## src/rtl/core/text_console_writer_unit_assert.svh

```systemverilog
// Assertion macros shared by the console RTL.
`ifndef TEXT_CONSOLE_WRITER_UNIT_ASSERT_SVH
`define TEXT_CONSOLE_WRITER_UNIT_ASSERT_SVH

`ifndef SYNTHESIS
`define TCW_ASSERT_IMP(lbl, pre, post) \
  lbl: assert property (@(posedge clk) disable iff (!rst_n) (pre) |-> (post)) \
    else $error("tcw assertion failed");
`define TCW_ASSERT_NXT(lbl, pre, post) \
  lbl: assert property (@(posedge clk) disable iff (!rst_n) (pre) |=> (post)) \
    else $error("tcw assertion failed");
`else
`define TCW_ASSERT_IMP(lbl, pre, post)
`define TCW_ASSERT_NXT(lbl, pre, post)
`endif

`endif

```

## src/rtl/core/tcw_pkg.sv

```systemverilog
package tcw_pkg;

  localparam int COLS_DEF     = 80;
  localparam int ROWS_DEF     = 25;
  localparam int TAB_STOP_DEF = 8;

  localparam logic [7:0] ATTR_RESET = 8'h07;

  localparam logic [7:0] CH_LF    = 8'd10;
  localparam logic [7:0] CH_CR    = 8'd13;
  localparam logic [7:0] CH_TAB   = 8'd9;
  localparam logic [7:0] CH_BS    = 8'd8;
  localparam logic [7:0] CH_SPACE = 8'd32;

  localparam logic [1:0] FN_PRINT = 2'd0;
  localparam logic [1:0] FN_READ  = 2'd1;
  localparam logic [1:0] FN_CLEAR = 2'd2;

  typedef logic [2:0] cur_op_t;
  localparam cur_op_t CUR_HOLD = 3'd0;
  localparam cur_op_t CUR_HOME = 3'd1;  // column to zero
  localparam cur_op_t CUR_ADV  = 3'd2;  // step after a written char, wraps
  localparam cur_op_t CUR_LF   = 3'd3;  // column zero, next row unless last
  localparam cur_op_t CUR_BACK = 3'd4;  // one column left unless at zero

  typedef struct packed {
    logic last_col;
    logic last_row;
    logic col_zero;
  } cur_flags_t;

endpackage

```

## src/rtl/core/tcw_cursor.sv

```systemverilog
module tcw_cursor
  import tcw_pkg::*;
#(
  parameter int COLS     = COLS_DEF,
  parameter int ROWS     = ROWS_DEF,
  parameter int TAB_STOP = TAB_STOP_DEF,
  localparam int CW      = $clog2(COLS),
  localparam int RW      = $clog2(ROWS),
  localparam int AW      = $clog2(COLS * ROWS),
  localparam int PHW     = $clog2(TAB_STOP)
) (
  input  logic           clk,
  input  logic           rst_n,
  input  cur_op_t        op,
  output logic [CW-1:0]  col_o,
  output logic [RW-1:0]  row_o,
  output logic [AW-1:0]  base_o,
  output logic [PHW-1:0] ph_o,
  output cur_flags_t     flags_o
);

  logic [CW-1:0]  col_r,  col_nxt;
  logic [RW-1:0]  row_r,  row_nxt;
  logic [AW-1:0]  base_r, base_nxt;   // row_r * COLS
  logic [PHW-1:0] ph_r,   ph_nxt;     // col_r modulo TAB_STOP
  logic [PHW-1:0] ph_inc, ph_dec;

  assign flags_o.last_col = (col_r == CW'(COLS - 1));
  assign flags_o.last_row = (row_r == RW'(ROWS - 1));
  assign flags_o.col_zero = (col_r == '0);

  assign ph_inc = (ph_r == PHW'(TAB_STOP - 1)) ? '0 : ph_r + PHW'(1);
  assign ph_dec = (ph_r == '0) ? PHW'(TAB_STOP - 1) : ph_r - PHW'(1);

  always_comb begin
    col_nxt  = col_r;
    row_nxt  = row_r;
    base_nxt = base_r;
    ph_nxt   = ph_r;
    unique case (op)
      CUR_HOLD: begin
      end
      CUR_HOME: begin
        col_nxt = '0;
        ph_nxt  = '0;
      end
      CUR_BACK: begin
        if (!flags_o.col_zero) begin
          col_nxt = col_r - CW'(1);
          ph_nxt  = ph_dec;
        end
      end
      CUR_LF, CUR_ADV: begin
        if (op == CUR_ADV && !flags_o.last_col) begin
          col_nxt = col_r + CW'(1);
          ph_nxt  = ph_inc;
        end else begin
          col_nxt = '0;
          ph_nxt  = '0;
          // on the last row the cursor keeps its row; the scroll moves the text up
          if (!flags_o.last_row) begin
            row_nxt  = row_r + RW'(1);
            base_nxt = base_r + AW'(COLS);
          end
        end
      end
      default: begin
      end
    endcase
  end

  always_ff @(posedge clk) begin
    if (!rst_n) begin
      col_r  <= '0;
      row_r  <= '0;
      base_r <= '0;
      ph_r   <= '0;
    end else begin
      col_r  <= col_nxt;
      row_r  <= row_nxt;
      base_r <= base_nxt;
      ph_r   <= ph_nxt;
    end
  end

  assign col_o  = col_r;
  assign row_o  = row_r;
  assign base_o = base_r;
  assign ph_o   = ph_r;

`include "text_console_writer_unit_assert.svh"

  `TCW_ASSERT_IMP(a_col_range, 1'b1, int'(col_r) < COLS)
  `TCW_ASSERT_IMP(a_row_range, 1'b1, int'(row_r) < ROWS)
  `TCW_ASSERT_IMP(a_base_match, 1'b1, int'(base_r) == int'(row_r) * COLS)

endmodule

```

## config.mk

```make
export PLATFORM = sky130hd
export DESIGN_NAME = tcw_cursor
export DESIGN_NICKNAME = d
export VERILOG_FILES = /design/src/rtl/core/tcw_pkg.sv /design/src/rtl/core/tcw_cursor.sv
export VERILOG_INCLUDE_DIRS = /design/src /design/src/rtl/core
export SDC_FILE = /design/constraint.sdc
export NUM_CORES = 1
export LEC_CHECK = 0
export ABC_AREA = 1
export ABC_CLOCK_PERIOD_IN_PS = 4200
export BUFFER_PORTS_ARGS = -buffer_cell sky130_fd_sc_hd__clkbuf_2
export CAP_MARGIN = 20
export CORE_MARGIN = 4
export CORE_UTILIZATION = 58
export DETAILED_ROUTE_END_ITERATION = 12
export GPL_TIMING_DRIVEN = 0
export HOLD_SLACK_MARGIN = 0.03
export PLACE_DENSITY = 0.84
export SETUP_SLACK_MARGIN = 0.02
export SLEW_MARGIN = 20
export SYNTH_ARGS = -nofsm -noshare
export SYNTH_HDL_FRONTEND = slang
export SYNTH_SLANG_ARGS = --single-unit
```

## constraint.sdc

```tcl
create_clock -name clk -period 4.2 [get_ports clk]
set_input_delay 0.42 -clock clk [delete_from_list [all_inputs] [get_ports clk]]
set_output_delay 0.42 -clock clk [all_outputs]
set_load 0.01 [all_outputs]
```

After elaboration in Yosys (flattened, before gate mapping) --
Index checks and enable logic that the tools add are counted. Widths: inputs -> output; s select.
Word-level totals: word-level logic and storage cells 36, output and inout bits 29, bits of input ports 5, flip-flop bits (word level) 26
Cells by class: mux-type cells 8, bitwise logic cells 2, equality and inequality tests 8, add/subtract/negate cells 6, reduce and logical (&&, ||, !) cells 8
Operators with widths (count):
- $pmux 7 s3 | 1
- $mux 7 | 2
- $mux 3 | 4
- $add 11x7->11 const B | 1
- $pmux 3 s3 | 1
- $add 7x1->7 const B | 1
- $eq 7x7->1 const B | 1
- $logic_not 7->1 | 1
- $sub 7x1->7 const B | 1
- $eq 3x2->1 const B | 2
- $eq 3x3->1 const B | 2
- $add 5x1->5 const B | 1
- $eq 5x5->1 const B | 1
- $add 3x1->3 const B | 1
- $eq 3x1->1 const B | 1
- $logic_not 3->1 | 1
- $reduce_and 3->1 | 1
- $reduce_bool 3->1 | 1
- $sub 3x1->3 const B | 1
- $ne 2x2->1 const B | 1
- $not 1->1 | 2
- $reduce_and 2->1 | 1
- $reduce_or 2->1 | 1
- $logic_and 1x1->1 | 1
- $logic_not 1->1 | 1

Longest topological paths before layout --
depth in word-level cells 5, depth in mapped cells 10, gate-level depth less buffers 10

Least setup slack after synthesis --
Ideal clock, no wire load.
kind reg-to-output, start point register col_r[0], in the netlist col_o[0], end point output flags_o[0] (netlist name), stages on the path, launching flop included 7, slack 2679 ps, data required time 3780 ps, buffers on the path 0, arrival 1101 ps, cell sequence dfxtp_1 > clkinv_1 > ha_1 > nand2_1 > nor2_2 > nand2_1 > nor2_1
RTL lines:
- from (decl) | line tcw_cursor.sv:22 | logic [CW-1:0] col_r, col_nxt;
- from (signal assigned) | line tcw_cursor.sv:79 | col_r <= col_nxt;
- to (decl) | line tcw_cursor.sv:19 | output cur_flags_t flags_o

==> flow_summary.toml <==
[global_route]
grt_usage_pct = 21.3
grt_pass1_vias = 1426
grt_max_degree = 14
antenna_found_initial = 0
grt.overflow.total = 0
grt_pass1_wl_mm = 6.02

[sta]
final_max_slew_viol_count = 0
skew_ns = 0.00579
fin_crit_ns = 2.06
period_share_pct = 49.0
rsz0062_at_grt = "no"
finalSetupTns_ns = 0
timing.fmax_ghz = 0.486
finalSetupViolCount = 0
hold_viol = 0

[placed_design]
place_congestion = 0.852
port_buffers = 29
dp_hpwl_mm = 2.56

[synthesis]
synth_fa_ha_area_share_pct = 7.00
netlist_instances = 253
synth_area_um2 = 1610
yosys.area_share.simple_pct = 43.2
ys_types = 25
synthMuxAreaShare_pct = 0
yosys_warnings = 0
syn_area_per_cell_um2 = 6.36
synth_compound_gate_area_share_pct = 7.31
ys_seq_area_share_pct = 27.4
ys_ff_latch = 22
synthXorXnorAreaFrac_pct = 3.27
synth_top_family_by_area = "simple AND/OR/NAND/NOR gates"

[floorplanning]
rows = 18
die-area_um2 = 3680
core_um2 = 2570
initial_utilization_pct = 62.7
die_w_um = 60.7
io_pins = 34
dieHeight_um = 60.7

[route]
viasPerCell = 5.02
antenna_left = 0
wire_per_inst_um = 10.8
drt_iter0_drc = 113
vias = 1601
drc = 0
firstDrtPassIters = 4
drt-total-wl_mm = 3.44

[layout]
fill_cells = 248
areaGrowthSynthToFinish_pct = 15.3
drive_above_1_share_pct = 22.5
antenna_cells = 0
nets = 304

[power]
intPower_uw = 365
total_power_uw = 527
p_comb_share_pct = 24.5
clockPowerShare_pct = 31.6
ir_worst_vdd_uv = 226
power_frac_seq_pct = 43.9
switchingPower_uw = 162
power.density_nw_per_um2 = 284
leakagePower_nw = 0.938
swShare_pct = 30.7

[cts]
postCtsSetupRepairBufs = 0
cts.path.max_buffers = 2
cts_made_buffers = 3
path_clk_slew_ns = 0.14
clkLatencyLatePin_ns = 0.31
cts_sinks = 22
cts_tree = "built"
cts-resized-gates = 0
ctsHoldBuffers = 0
root_buffer = "clkbuf_4"
h-tree-depth = 1

[min_path]
holdPathStages = 3
min_delay_worst_endpoint = "row_o[0]"
hp-class = "primary input to register"
worst_hold_startpoint = "rst_n"

[critical_path]
cp.required_ns = 3.78
rr_worst_depth = 8
worstReg2RegStart = "col_o[1]"
startpoint_type = "register"
cp.arrival_ns = 1.64
rrSetupSlack_ns = 2.52
endpoint_kind = "output pin"
timing.rr.end = "base_o[5]"
crit_type = "register to output pin"
cp_max_fo = 9

[status]
status = "completed"

[flow_run]
maxCapViolations = 0
## worst max-delay path by stage
stage | start | to | slack (ns) | cells past startpoint
2_1_floorplan | col_o[0] | flags_o[0] | 2.68 | 6
3_3_place_gp | col_o[0] | flags_o[0] | 2.52 | 7
3_5_place_dp | col_o[0] | flags_o[0] | 2.51 | 7
4_1_cts | col_o[0] | flags_o[0] | 2.13 | 7
5_1_grt | col_o[0] | flags_o[0] | 2.00 | 7
6_report | col_o[0] | flags_o[0] | 2.14 | 7
## through the flow
step / hold slack [ns] / util, % / std cells / worst slack (ns) / cell area [µm²]
finish: 0.354 / 72.3 / 319 / 2.14 / 1860
global route: 0.348 / 72.3 / 319 / 2.00 / 1860
CTS: 0.341 / 72.3 / 319 / 2.13 / 1860
detailed placement: 0.496 / 70.2 / 315 / 2.51 / 1800
global placement: 0.487 / 70.2 / 315 / 2.52 / 1800
floorplan: 0.512 / - / 256 / 2.68 / 1620
## cells in the final DEF, fill, tap and decap left out
| cell | instances |
|---|---|
| clkbuf_2 | 29 |
| ha_1 | 9 |
| clkbuf_1 | 1 |
| a21oi_1 | 12 |
| bufinv_16 | 1 |
| o21ai_0 | 10 |
| nor3_1 | 1 |
| clkbuf_4 | 3 |
| nand2_4 | 2 |
| inv_2 | 5 |
| nand2_2 | 3 |
| nor2_2 | 4 |
| inv_1 | 23 |
| nor2_4 | 4 |
| nand4_1 | 2 |
| or2_2 | 4 |
| conb_1 | 4 |
| buf_6 | 3 |
| nand2_1 | 76 |
| o211ai_1 | 1 |
| xor2_1 | 1 |
| nand3_2 | 2 |
| clkinv_1 | 2 |
| nand3_1 | 23 |
| xnor2_1 | 5 |
| buf_4 | 5 |
| nor2_1 | 32 |
| dfxtp_1 | 22 |
## flip-flops by register name, indices dropped and copies added, names as in the netlist
| signal | flops |
|---|---|
| col_o | 7 |
| base_o | 7 |
| ph_o | 3 |
| row_o | 5 |
## worst max-delay path, cell delays in order (launching register included)
cell      delay [ns]
dfxtp_1         0.38
clkinv_1        0.23
ha_1            0.31
nand2_1         0.10
nor2_2          0.06
nand2_1         0.07
nor2_1          0.04
clkbuf_2        0.13
## layout make-up
class                      instances  area (µm²)  area share (%)
buffer                             9        75.1            4.05
tap                               30        37.5            2.02
sequential                        22         440            23.7
multi-input combinational        195         992            53.5
clock buffer                       3        22.5            1.21
inverter                          30         113            6.07
timing repair buffer              29         145            7.82
clock inverter                     1        30.0            1.62
## cell families (layout without fill, tap and decap cells)
group / Yosys count / in the layout
adder cells (fa/ha/maj): 9 / 9
buffers and inverters: 39 / 72
AND/OR/NAND/NOR: 153 / 153
AO/OA/AOI/OAI: 23 / 23
other: 1 / 4
XOR/XNOR: 6 / 6
flip-flops: 22 / 22
## metal layers
layer	track usage, %	wire [µm]
met5	0	0
met4	7.12	19
met3	3.19	176
met2	36.5	1650
met1	27.1	1590
## cell usage after synthesis (all sizes together)
master | instances | area, µm²
nand2 | 81 | 327
nor2 | 40 | 190
inv | 28 | 105
nand3 | 25 | 135
dfxtp | 22 | 440
a21oi | 12 | 60.1
o21ai | 10 | 50.1
ha | 9 | 113
buf | 8 | 71.3
xnor2 | 5 | 43.8
or2 | 4 | 25.0
clkinv | 2 | 7.51
nand4 | 2 | 12.5
clkbuf | 1 | 3.75
conb | 1 | 3.75
nor3 | 1 | 5.00
o211ai | 1 | 7.51
xor2 | 1 | 8.76
## power groups by stage
stage          clock network [mW]  logic [mW]  registers (mW)
6_report                    0.167       0.129           0.231
5_1_grt                     0.181       0.147           0.234
4_1_cts                     0.173       0.130           0.232
3_5_place_dp                    0       0.129           0.236
3_3_place_gp                    0       0.126           0.236
2_1_floorplan                   0      0.0917           0.239
(Power assumes the default switching activity.)
